[src/design/bfas_pkg.sv]
// ----------------------------------------------------------------------------
// bfas_pkg
// Shared widths, defaults and controller/datapath bundles for the
// brute-force assignment search core.
// ----------------------------------------------------------------------------
package bfas_pkg;

    localparam int COST_W        = 16;
    localparam int PERSON_W      = 3;
    localparam int JOB_W         = 3;
    localparam int MIN_COST_W    = 19;
    localparam int SIZE_W        = 4;
    localparam int SIZE_RESET    = 4;
    localparam int MAX_N_DEF     = 8;
    localparam int COST_BITS_DEF = 16;

    // Commands from the controller to the datapath
    typedef struct packed {
        logic load;
        logic init;
        logic swap_rd;
        logic swap_mv;
        logic swap_wr;
        logic push;
        logic pop;
        logic bump;
        logic score_start;
        logic score_issue;
        logic score_update;
        logic emit_start;
        logic emit_next;
        logic finish;
    } bfas_cmd_t;

    // Status from the datapath to the controller
    typedef struct packed {
        logic load_full;
        logic at_top;
        logic can_descend;
        logic at_root;
        logic cnt_last;
        logic out_free;
    } bfas_status_t;

endpackage

[src/design/bfas_cost_if.sv]
// ----------------------------------------------------------------------------
// bfas_cost_if
// Request channel carrying one cost matrix entry.
// ----------------------------------------------------------------------------
interface bfas_cost_if;
    logic                        valid;
    logic                        ready;
    logic [bfas_pkg::COST_W-1:0] cost;

    modport source (output valid, output cost, input ready);
    modport sink   (input valid, input cost, output ready);
endinterface

[src/design/bfas_result_if.sv]
// ----------------------------------------------------------------------------
// bfas_result_if
// Request channel carrying one per-person assignment result.
// ----------------------------------------------------------------------------
interface bfas_result_if;
    logic                            valid;
    logic                            ready;
    logic [bfas_pkg::PERSON_W-1:0]   person;
    logic [bfas_pkg::JOB_W-1:0]      job;
    logic [bfas_pkg::MIN_COST_W-1:0] min_cost;
    logic                            last;

    modport source (output valid, output person, output job, output min_cost,
                    output last, input ready);
    modport sink   (input valid, input person, input job, input min_cost,
                    input last, output ready);
endinterface

[src/design/brute_force_assignment_search_core.sv]
// Flow: cost requests are taken one per cycle; the request that completes
//   the n-by-n matrix starts the search, which walks all n! permutations,
//   then n results leave one per cycle while the result side is ready.
// Throughput: one run at a time; input stalls from the last cost request
//   until the final result has been loaded into the output register.
// Reset: asynchronous, active low; matrix size returns to 4 and loading restarts.
// ----------------------------------------------------------------------------
// brute_force_assignment_search_core
// Exhaustive assignment search: loads a cost matrix, scores every
// permutation of jobs over persons and reports the cheapest assignment.
// ----------------------------------------------------------------------------
module brute_force_assignment_search_core #(
    parameter int MAX_N     = bfas_pkg::MAX_N_DEF,
    parameter int COST_BITS = bfas_pkg::COST_BITS_DEF
) (
    input  logic                        clk,
    input  logic                        rst_n,
    input  logic                        cfg_wr_en,
    input  logic [bfas_pkg::SIZE_W-1:0] cfg_wr_data,
    bfas_cost_if.sink                   costs,
    bfas_result_if.source               results
);

    bfas_pkg::bfas_cmd_t    cmd;
    bfas_pkg::bfas_status_t status;

    bfas_ctrl u_ctrl (
        .clk      (clk),
        .rst_n    (rst_n),
        .in_valid (costs.valid),
        .in_ready (costs.ready),
        .status   (status),
        .cmd      (cmd)
    );

    bfas_dp #(
        .MAX_N     (MAX_N),
        .COST_BITS (COST_BITS)
    ) u_dp (
        .clk          (clk),
        .rst_n        (rst_n),
        .cfg_wr_en    (cfg_wr_en),
        .cfg_wr_data  (cfg_wr_data),
        .cost         (costs.cost),
        .cmd          (cmd),
        .status       (status),
        .out_valid    (results.valid),
        .out_ready    (results.ready),
        .out_person   (results.person),
        .out_job      (results.job),
        .out_min_cost (results.min_cost),
        .out_last     (results.last)
    );

endmodule

[src/design/bfas_dp.sv]
// ----------------------------------------------------------------------------
// bfas_dp
// Datapath: cost store, permutation and index stack registers, scoring
// accumulator, best-assignment registers and the result output register.
// ----------------------------------------------------------------------------
module bfas_dp #(
    parameter int MAX_N     = bfas_pkg::MAX_N_DEF,
    parameter int COST_BITS = bfas_pkg::COST_BITS_DEF
) (
    input  logic                              clk,
    input  logic                              rst_n,
    input  logic                              cfg_wr_en,
    input  logic [bfas_pkg::SIZE_W-1:0]       cfg_wr_data,
    input  logic [bfas_pkg::COST_W-1:0]       cost,
    input  bfas_pkg::bfas_cmd_t               cmd,
    output bfas_pkg::bfas_status_t            status,
    output logic                              out_valid,
    input  logic                              out_ready,
    output logic [bfas_pkg::PERSON_W-1:0]     out_person,
    output logic [bfas_pkg::JOB_W-1:0]        out_job,
    output logic [bfas_pkg::MIN_COST_W-1:0]   out_min_cost,
    output logic                              out_last
);

    localparam int STORE_W  = (COST_BITS < bfas_pkg::COST_W) ? COST_BITS : bfas_pkg::COST_W;
    localparam int DEPTH    = MAX_N * MAX_N;
    localparam int ADDR_W   = (DEPTH > 1) ? $clog2(DEPTH) : 1;
    localparam int LC_W     = $clog2(DEPTH + 1);
    localparam int IDX_W    = (MAX_N > 1) ? $clog2(MAX_N) : 1;
    localparam int NW       = $clog2(MAX_N + 1);
    localparam int SUM_W    = STORE_W + IDX_W;
    localparam int PERSON_W = bfas_pkg::PERSON_W;
    localparam int JOB_W    = bfas_pkg::JOB_W;
    localparam int MC_W     = bfas_pkg::MIN_COST_W;

    logic [bfas_pkg::SIZE_W-1:0] size_reg;
    logic [LC_W-1:0]             load_count_reg;
    logic [LC_W-1:0]             load_count_next;
    logic [STORE_W-1:0]          cost_mem [DEPTH];
    logic [STORE_W-1:0]          rdata_reg;
    logic                        rd_valid_reg;
    logic [IDX_W-1:0]            perm_reg [MAX_N];
    logic [IDX_W-1:0]            best_perm_reg [MAX_N];
    logic [NW-1:0]               stack_reg [MAX_N];
    logic [IDX_W-1:0]            lvl_reg;
    logic [IDX_W-1:0]            tmp_reg;
    logic [IDX_W-1:0]            cnt_reg;
    logic [ADDR_W-1:0]           row_reg;
    logic [SUM_W-1:0]            sum_reg;
    logic [SUM_W-1:0]            best_sum_reg;
    logic                        first_done_reg;
    logic                        out_valid_reg;
    logic [PERSON_W-1:0]         person_reg;
    logic [JOB_W-1:0]            job_reg;
    logic [MC_W-1:0]             min_cost_reg;
    logic                        last_reg;

    logic [NW-1:0]               n_act;
    logic [IDX_W-1:0]            top;
    logic [LC_W-1:0]             nn;
    logic [NW-1:0]               stack_cur;
    logic [IDX_W-1:0]            sw_b;
    logic [IDX_W-1:0]            perm_addr;
    logic [IDX_W-1:0]            perm_rd;
    logic [ADDR_W-1:0]           rd_addr;

    // Clamp the configured size into 1..MAX_N
    always_comb
    begin
        if (size_reg == '0)
            n_act = NW'(1);
        else if (size_reg > MAX_N)
            n_act = NW'(MAX_N);
        else
            n_act = NW'(size_reg);
    end

    assign top       = IDX_W'(n_act - NW'(1));
    assign nn        = LC_W'({{NW{1'b0}}, n_act} * {{NW{1'b0}}, n_act});
    assign stack_cur = stack_reg[lvl_reg];
    assign sw_b      = IDX_W'(stack_cur);

    always_comb
    begin
        if (load_count_reg < LC_W'(DEPTH))
            load_count_next = load_count_reg + LC_W'(1);
        else
            load_count_next = load_count_reg;
    end

    // Single read port on the permutation registers
    always_comb
    begin
        if (cmd.swap_rd)
            perm_addr = lvl_reg;
        else if (cmd.score_issue)
            perm_addr = cnt_reg;
        else
            perm_addr = sw_b;
    end

    assign perm_rd = perm_reg[perm_addr];
    assign rd_addr = row_reg + ADDR_W'(perm_rd);

    assign status.load_full   = (load_count_next >= nn);
    assign status.at_top      = (lvl_reg == top);
    assign status.can_descend = (stack_cur <= NW'(top));
    assign status.at_root     = (lvl_reg == '0);
    assign status.cnt_last    = (cnt_reg == top);
    assign status.out_free    = !out_valid_reg || out_ready;

    // Cost store: one write port for loading, one registered read port for scoring
    always_ff @(posedge clk)
    begin
        if (cmd.load && (load_count_reg < LC_W'(DEPTH)))
            cost_mem[load_count_reg[ADDR_W-1:0]] <= STORE_W'(cost);
        if (cmd.score_issue)
            rdata_reg <= cost_mem[rd_addr];
    end

    // Control and search state
    always_ff @(posedge clk or negedge rst_n)
    begin
        if (!rst_n)
        begin
            size_reg       <= bfas_pkg::SIZE_W'(bfas_pkg::SIZE_RESET);
            load_count_reg <= '0;
            rd_valid_reg   <= 1'b0;
            lvl_reg        <= '0;
            cnt_reg        <= '0;
            row_reg        <= '0;
            best_sum_reg   <= '0;
            first_done_reg <= 1'b0;
            out_valid_reg  <= 1'b0;
            for (int k = 0; k < MAX_N; k++)
            begin
                perm_reg[k]      <= IDX_W'(k);
                best_perm_reg[k] <= IDX_W'(k);
                stack_reg[k]     <= '0;
            end
        end
        else
        begin
            if (cfg_wr_en)
                size_reg <= cfg_wr_data;

            if (cmd.finish)
                load_count_reg <= '0;
            else if (cmd.load)
                load_count_reg <= load_count_next;

            if (cmd.init)
            begin
                lvl_reg        <= '0;
                first_done_reg <= 1'b0;
                for (int k = 0; k < MAX_N; k++)
                begin
                    perm_reg[k]  <= IDX_W'(k);
                    stack_reg[k] <= '0;
                end
            end

            // Swap of positions lvl and stack[lvl] in read, move and write steps
            if (cmd.swap_mv)
                perm_reg[lvl_reg] <= perm_rd;
            if (cmd.swap_wr)
                perm_reg[sw_b] <= tmp_reg;

            if (cmd.push)
            begin
                lvl_reg                      <= lvl_reg + IDX_W'(1);
                stack_reg[lvl_reg + IDX_W'(1)] <= NW'(lvl_reg + IDX_W'(1));
            end
            if (cmd.pop)
                lvl_reg <= lvl_reg - IDX_W'(1);
            if (cmd.bump)
                stack_reg[lvl_reg] <= stack_cur + NW'(1);

            rd_valid_reg <= cmd.score_issue;
            if (cmd.score_start || cmd.emit_start)
            begin
                cnt_reg <= '0;
                row_reg <= '0;
            end
            else if (cmd.score_issue)
            begin
                cnt_reg <= cnt_reg + IDX_W'(1);
                row_reg <= row_reg + ADDR_W'(n_act);
            end
            else if (cmd.emit_next)
                cnt_reg <= cnt_reg + IDX_W'(1);

            // Keep the first strictly smallest total
            if (cmd.score_update && (!first_done_reg || (sum_reg < best_sum_reg)))
            begin
                best_sum_reg   <= sum_reg;
                first_done_reg <= 1'b1;
                for (int k = 0; k < MAX_N; k++)
                    best_perm_reg[k] <= perm_reg[k];
            end

            if (cmd.emit_next)
                out_valid_reg <= 1'b1;
            else if (out_ready)
                out_valid_reg <= 1'b0;
        end
    end

    // Payload registers
    always_ff @(posedge clk)
    begin
        if (cmd.swap_rd)
            tmp_reg <= perm_rd;

        if (cmd.score_start)
            sum_reg <= '0;
        else if (rd_valid_reg)
            sum_reg <= sum_reg + SUM_W'(rdata_reg);

        if (cmd.emit_next)
        begin
            person_reg   <= PERSON_W'(cnt_reg);
            job_reg      <= JOB_W'(best_perm_reg[cnt_reg]);
            min_cost_reg <= MC_W'(best_sum_reg);
            last_reg     <= (cnt_reg == top);
        end
    end

    assign out_valid    = out_valid_reg;
    assign out_person   = person_reg;
    assign out_job      = job_reg;
    assign out_min_cost = min_cost_reg;
    assign out_last     = last_reg;

    a_rd_valid_follows_issue: assert property (@(posedge clk) disable iff (!rst_n)
        rd_valid_reg |-> $past(cmd.score_issue))
        else $error("cost read data valid without a score issue");

    a_stack_not_below_level: assert property (@(posedge clk) disable iff (!rst_n)
        NW'(lvl_reg) <= stack_cur)
        else $error("index stack entry below its level");

    a_load_within_store: assert property (@(posedge clk) disable iff (!rst_n)
        cmd.load |-> (load_count_reg < LC_W'(DEPTH)))
        else $error("cost loaded with store already full");

endmodule

[src/design/bfas_ctrl.sv]
// ----------------------------------------------------------------------------
// bfas_ctrl
// Controller: sequences loading, the swap-and-recurse walk over all
// permutations, scoring of each leaf and the emission of results.
// ----------------------------------------------------------------------------
module bfas_ctrl (
    input  logic                   clk,
    input  logic                   rst_n,
    input  logic                   in_valid,
    output logic                   in_ready,
    input  bfas_pkg::bfas_status_t status,
    output bfas_pkg::bfas_cmd_t    cmd
);

    typedef enum logic [3:0] {
        S_LOAD,
        S_INIT,
        S_LOOP,
        S_DSC_MV,
        S_DSC_WR,
        S_SCORE,
        S_DRAIN,
        S_CMP,
        S_RETURN,
        S_ASC_RD,
        S_ASC_MV,
        S_ASC_WR,
        S_EMIT
    } state_t;

    state_t state_reg;
    state_t state_next;

    always_comb
    begin
        cmd        = '0;
        in_ready   = 1'b0;
        state_next = state_reg;
        case (state_reg)
            S_LOAD:
            begin
                in_ready = 1'b1;
                if (in_valid)
                begin
                    cmd.load = 1'b1;
                    if (status.load_full)
                        state_next = S_INIT;
                end
            end
            S_INIT:
            begin
                cmd.init   = 1'b1;
                state_next = S_LOOP;
            end
            S_LOOP:
            begin
                if (status.at_top)
                begin
                    cmd.score_start = 1'b1;
                    state_next      = S_SCORE;
                end
                else if (status.can_descend)
                begin
                    cmd.swap_rd = 1'b1;
                    state_next  = S_DSC_MV;
                end
                else
                    state_next = S_RETURN;
            end
            S_DSC_MV:
            begin
                cmd.swap_mv = 1'b1;
                state_next  = S_DSC_WR;
            end
            S_DSC_WR:
            begin
                cmd.swap_wr = 1'b1;
                cmd.push    = 1'b1;
                state_next  = S_LOOP;
            end
            S_SCORE:
            begin
                cmd.score_issue = 1'b1;
                if (status.cnt_last)
                    state_next = S_DRAIN;
            end
            S_DRAIN:
                state_next = S_CMP;
            S_CMP:
            begin
                cmd.score_update = 1'b1;
                state_next       = S_RETURN;
            end
            S_RETURN:
            begin
                if (status.at_root)
                begin
                    cmd.emit_start = 1'b1;
                    state_next     = S_EMIT;
                end
                else
                begin
                    cmd.pop    = 1'b1;
                    state_next = S_ASC_RD;
                end
            end
            S_ASC_RD:
            begin
                cmd.swap_rd = 1'b1;
                state_next  = S_ASC_MV;
            end
            S_ASC_MV:
            begin
                cmd.swap_mv = 1'b1;
                state_next  = S_ASC_WR;
            end
            S_ASC_WR:
            begin
                // swap back, then advance this level's index
                cmd.swap_wr = 1'b1;
                cmd.bump    = 1'b1;
                state_next  = S_LOOP;
            end
            S_EMIT:
            begin
                if (status.out_free)
                begin
                    cmd.emit_next = 1'b1;
                    if (status.cnt_last)
                    begin
                        cmd.finish = 1'b1;
                        state_next = S_LOAD;
                    end
                end
            end
            default:
                state_next = S_LOAD;
        endcase
    end

    always_ff @(posedge clk or negedge rst_n)
    begin
        if (!rst_n)
            state_reg <= S_LOAD;
        else
            state_reg <= state_next;
    end

    a_swap_sequence: assert property (@(posedge clk) disable iff (!rst_n)
        cmd.swap_wr |-> ($past(cmd.swap_mv) && $past(cmd.swap_rd, 2)))
        else $error("swap write without its read and move cycles");

endmodule

[src/flat_wrapper.sv]
// flat-port wrapper written by rule: the top's interface ports become plain ports
module brute_force_assignment_search_core_flat 
#(
    parameter int MAX_N     = bfas_pkg::MAX_N_DEF,
    parameter int COST_BITS = bfas_pkg::COST_BITS_DEF
)
  (clk, rst_n, cfg_wr_en, cfg_wr_data, costs_valid, costs_cost, costs_ready, results_valid, results_person, results_job, results_min_cost, results_last, results_ready);
  bfas_cost_if costs_i ();
  bfas_result_if results_i ();
  input  logic clk;
  input  logic rst_n;
  input  logic cfg_wr_en;
  input  logic [bfas_pkg::SIZE_W-1:0] cfg_wr_data;
  input wire logic [$bits(costs_i.valid)-1:0] costs_valid;
  input wire logic [$bits(costs_i.cost)-1:0] costs_cost;
  output wire logic [$bits(costs_i.ready)-1:0] costs_ready;
  output wire logic [$bits(results_i.valid)-1:0] results_valid;
  output wire logic [$bits(results_i.person)-1:0] results_person;
  output wire logic [$bits(results_i.job)-1:0] results_job;
  output wire logic [$bits(results_i.min_cost)-1:0] results_min_cost;
  output wire logic [$bits(results_i.last)-1:0] results_last;
  input wire logic [$bits(results_i.ready)-1:0] results_ready;
  assign costs_i.valid = costs_valid;
  assign costs_i.cost = costs_cost;
  assign costs_ready = costs_i.ready;
  assign results_valid = results_i.valid;
  assign results_person = results_i.person;
  assign results_job = results_i.job;
  assign results_min_cost = results_i.min_cost;
  assign results_last = results_i.last;
  assign results_i.ready = results_ready;
  brute_force_assignment_search_core #(.MAX_N(MAX_N), .COST_BITS(COST_BITS)) u_core (.clk(clk), .rst_n(rst_n), .cfg_wr_en(cfg_wr_en), .cfg_wr_data(cfg_wr_data), .costs(costs_i), .results(results_i));
endmodule
[config.mk]
export PLATFORM = sky130hd
export DESIGN_NAME = brute_force_assignment_search_core_flat
export DESIGN_NICKNAME = d
export VERILOG_FILES = /design/src/design/bfas_pkg.sv /design/src/design/bfas_cost_if.sv /design/src/design/bfas_result_if.sv /design/src/design/brute_force_assignment_search_core.sv /design/src/design/bfas_dp.sv /design/src/design/bfas_ctrl.sv /design/src/flat_wrapper.sv
export SDC_FILE = /design/constraint.sdc
export NUM_CORES = 1
export LEC_CHECK = 0
export BUFFER_PORTS_ARGS = -buffer_cell sky130_fd_sc_hd__buf_2
export CORE_AREA = 2 2 338 340
export DETAILED_ROUTE_END_ITERATION = 8
export DIE_AREA = 0 0 340 342
export GPL_ROUTABILITY_DRIVEN = 0
export GPL_TIMING_DRIVEN = 0
export MAX_ROUTING_LAYER = met4
export PLACE_DENSITY = 0.68
export SLEW_MARGIN = 20
export SYNTH_ARGS = -nofsm -noshare
export SYNTH_HDL_FRONTEND = slang
export SYNTH_HIERARCHICAL = 1
export SYNTH_SLANG_ARGS = --single-unit
[constraint.sdc]
create_clock -name clk -period 16.12 [get_ports clk]
set_clock_uncertainty 0.15 [all_clocks]
set_input_delay 1.612 -clock clk [delete_from_list [all_inputs] [get_ports clk]]
set_output_delay 1.612 -clock clk [all_outputs]
set_load 0.01 [all_outputs]
==> results.ini <==
[run_status]
outcome = complete, no violations

[synth]
synth_common_cells = 1069 x edfxtp_1, 344 x mux4_2, 157 x nor2_1, 104 x dfrtp_1, 81 x nand2_1
synth_largest_type_area_fraction = 0.639
yosys.area.top_type = edfxtp_1
synthCells = 2588
syn_area_um2 = 50200
synthTopCellsByArea = edfxtp_1 64%, mux4_2 15%, dfrtp_1 5.2%
synth_seq_area_share = 0.712
ys.flop_type = edfxtp_1
synth_most_common_cell = edfxtp_1
synth-async-reset-ratio = 0.106
ys_seq_elements = 1217
yosysWarnings = 6
ys_types = 80
avgSynthCellArea_um2 = 19.4
synth_edf_count = 1069

[worst_setup_path]
rrSetupSlack_ps = 5830
cp.arrival_ps = 10550
cpPeakStageDelay_ps = 840
path_delay_family = buffers and inverters
cp_num_buf_inv = 7
critPathSlowestCell = clkbuf_1
crit_required_ps = 16380
worstSetupStartpointType = register
worstSetupPathType = reg -> reg
crit_fanout = 10
worstSetupEndpointType = register

[layout]
largest_reg_flops = 1024
final_core_util = 0.507
area_delta_synth_final_pct = 14.3
layout-drive-gt1-share = 0.296
final_cells = 4444
multi_input_area_um2 = 13900
fillCellCount = 8844
fin_nets = 2919
ff_latch_area_um2 = 35700

[clock_tree]
cts_tree = built
clkTransAtPathRegs_ps = 60
cts_resized = 0
cts_buffers = 118
postCtsSetupBuffers = 0
cts_sinks = 1217
clk_latency_ps = 720
htree_levels = 3
ctsLongestPathBuffers = 3
cts_root_buffer = clkbuf_16
postCtsHoldBufs = 0

[global_routing]
grt_pass1_wl_mm = 179
gr-total-overflow = 0
track_usage = 0.213
antenna_found_initial = 6
grt_max_degree = 98
first_global_vias = 27000

[route]
ant_nets = 0
viasPerCell = 5.97
num_vias = 26600
post_drt_wl_per_cell_um = 26.9
wirelength_mm = 120
firstDrtPassIters = 5
drt_iter0_drc = 3116
drc_errors = 0

[sta]
fmaxAchievable_mhz = 97.2
fin_crit_ps = 10290
slew_headroom = 0.281
worst_pin_slew_ps = 1080
fin_tns_setup_ps = 0
slew_violations = 0
hold_viol = 0
fin_crit_sh = 0.638
setup_viol = 0
rsz0062_at_grt = no

[floorplan]
ioPinCount = 53
dieArea_um2 = 116000
die_h_um = 342
num_rows = 124
initial_core_util = 0.444
fp.dieW_um = 340
core_um2 = 113000

[placement]
place.port_buffers = 52
dp_cells = 4220
dp_hpwl_mm = 81.2

[flow_run]
max_cap_violations = 0

[min_path]
hp-class = reg -> reg

==> path summary, 6_finish.rpt <==
check | startpoint | end | cells after the start
setup reg to reg | u_core/u_dp/size_reg[1]$_DFFE_PN0P_ | u_core/u_dp/rdata_reg[14]$_DFFE_PP_ | 29
min in group asynchronous | rst_n | u_core/u_dp/load_count_reg[6]$_DFFE_PN0P_ | 1
setup / recovery | u_core/u_dp/size_reg[1]$_DFFE_PN0P_ | u_core/u_dp/rdata_reg[14]$_DFFE_PP_ | 29
max in group asynchronous | rst_n | u_core/u_dp/best_sum_reg[9]$_DFFE_PN0P_ | 2
hold / removal | u_core/u_dp/best_sum_reg[16]$_DFFE_PN0P_ | u_core/u_dp/out_min_cost[16]$_DFFE_PP_ | 0
hold reg to reg | u_core/u_dp/best_sum_reg[16]$_DFFE_PN0P_ | u_core/u_dp/out_min_cost[16]$_DFFE_PP_ | 0
==> placed cells by master, fill, tap and decap left out, drive strengths merged, types with 13 or more instances in the layout <==
cell,synthesis,routed
o221ai,13,13
xor2,17,17
dfrtp,104,104
xnor2,29,29
clkbuf,71,222
mux2,49,49
a21o,22,22
dfxtp,19,19
nor2,157,157
o21ai,41,41
buf,53,172
nand2,81,81
nor3,25,25
nand2b,19,19
clkinv,1,49
a221oi,21,21
ha,62,62
nor2b,22,22
dfstp,25,25
o22ai,19,19
inv,53,58
edfxtp,1069,1069
mux4,344,344
nand3,39,39
mux2i,54,54
a21oi,53,53
==> stage by stage <==
stage	cell area (µm²)	hold slack (ps)	setup slack, ps
finish	57400	326	5830
global route	57400	331	5330
detailed placement	53500	314	5950
global placement	52400	304	6200
CTS	57400	328	5960
floorplan	50200	275	8760
==> final cells by class <==
class / instances / area share
repair buffers: 119 / 0.0207
plain buffers: 124 / 0.00968
clock buffers: 151 / 0.0554
inverters: 54 / 0.00353
diodes: 5 / 0.000218
flip-flops and latches: 1217 / 0.623
well taps: 1512 / 0.0330
clock inverters: 68 / 0.0123
multi-input cells: 1194 / 0.243
==> cells by family (layout without fill, tap and decap cells) <==
group	Yosys count	in the layout	synth area share
AOI/OAI and AO/OA	232	232	0.0342
buffers and inverters	178	516	0.0151
muxes	447	447	0.176
other	1	7	0.0000747
adders and majority gates	66	66	0.0170
DFF	1217	1217	0.712
and+or+nand+nor	401	401	0.0376
xor gates and xnor gates	46	46	0.00802
==> routing by layer <==
layer | GRT usage | share of wire
met4 | 0.0675 | 0.031
met2 | 0.338 | 0.49
met3 | 0.0333 | 0.077
met5 | - | 0
met1 | 0.286 | 0.40
Power is not shown: default switching activity piles up to over one toggle a cycle in this logic, so the estimate is an artifact.
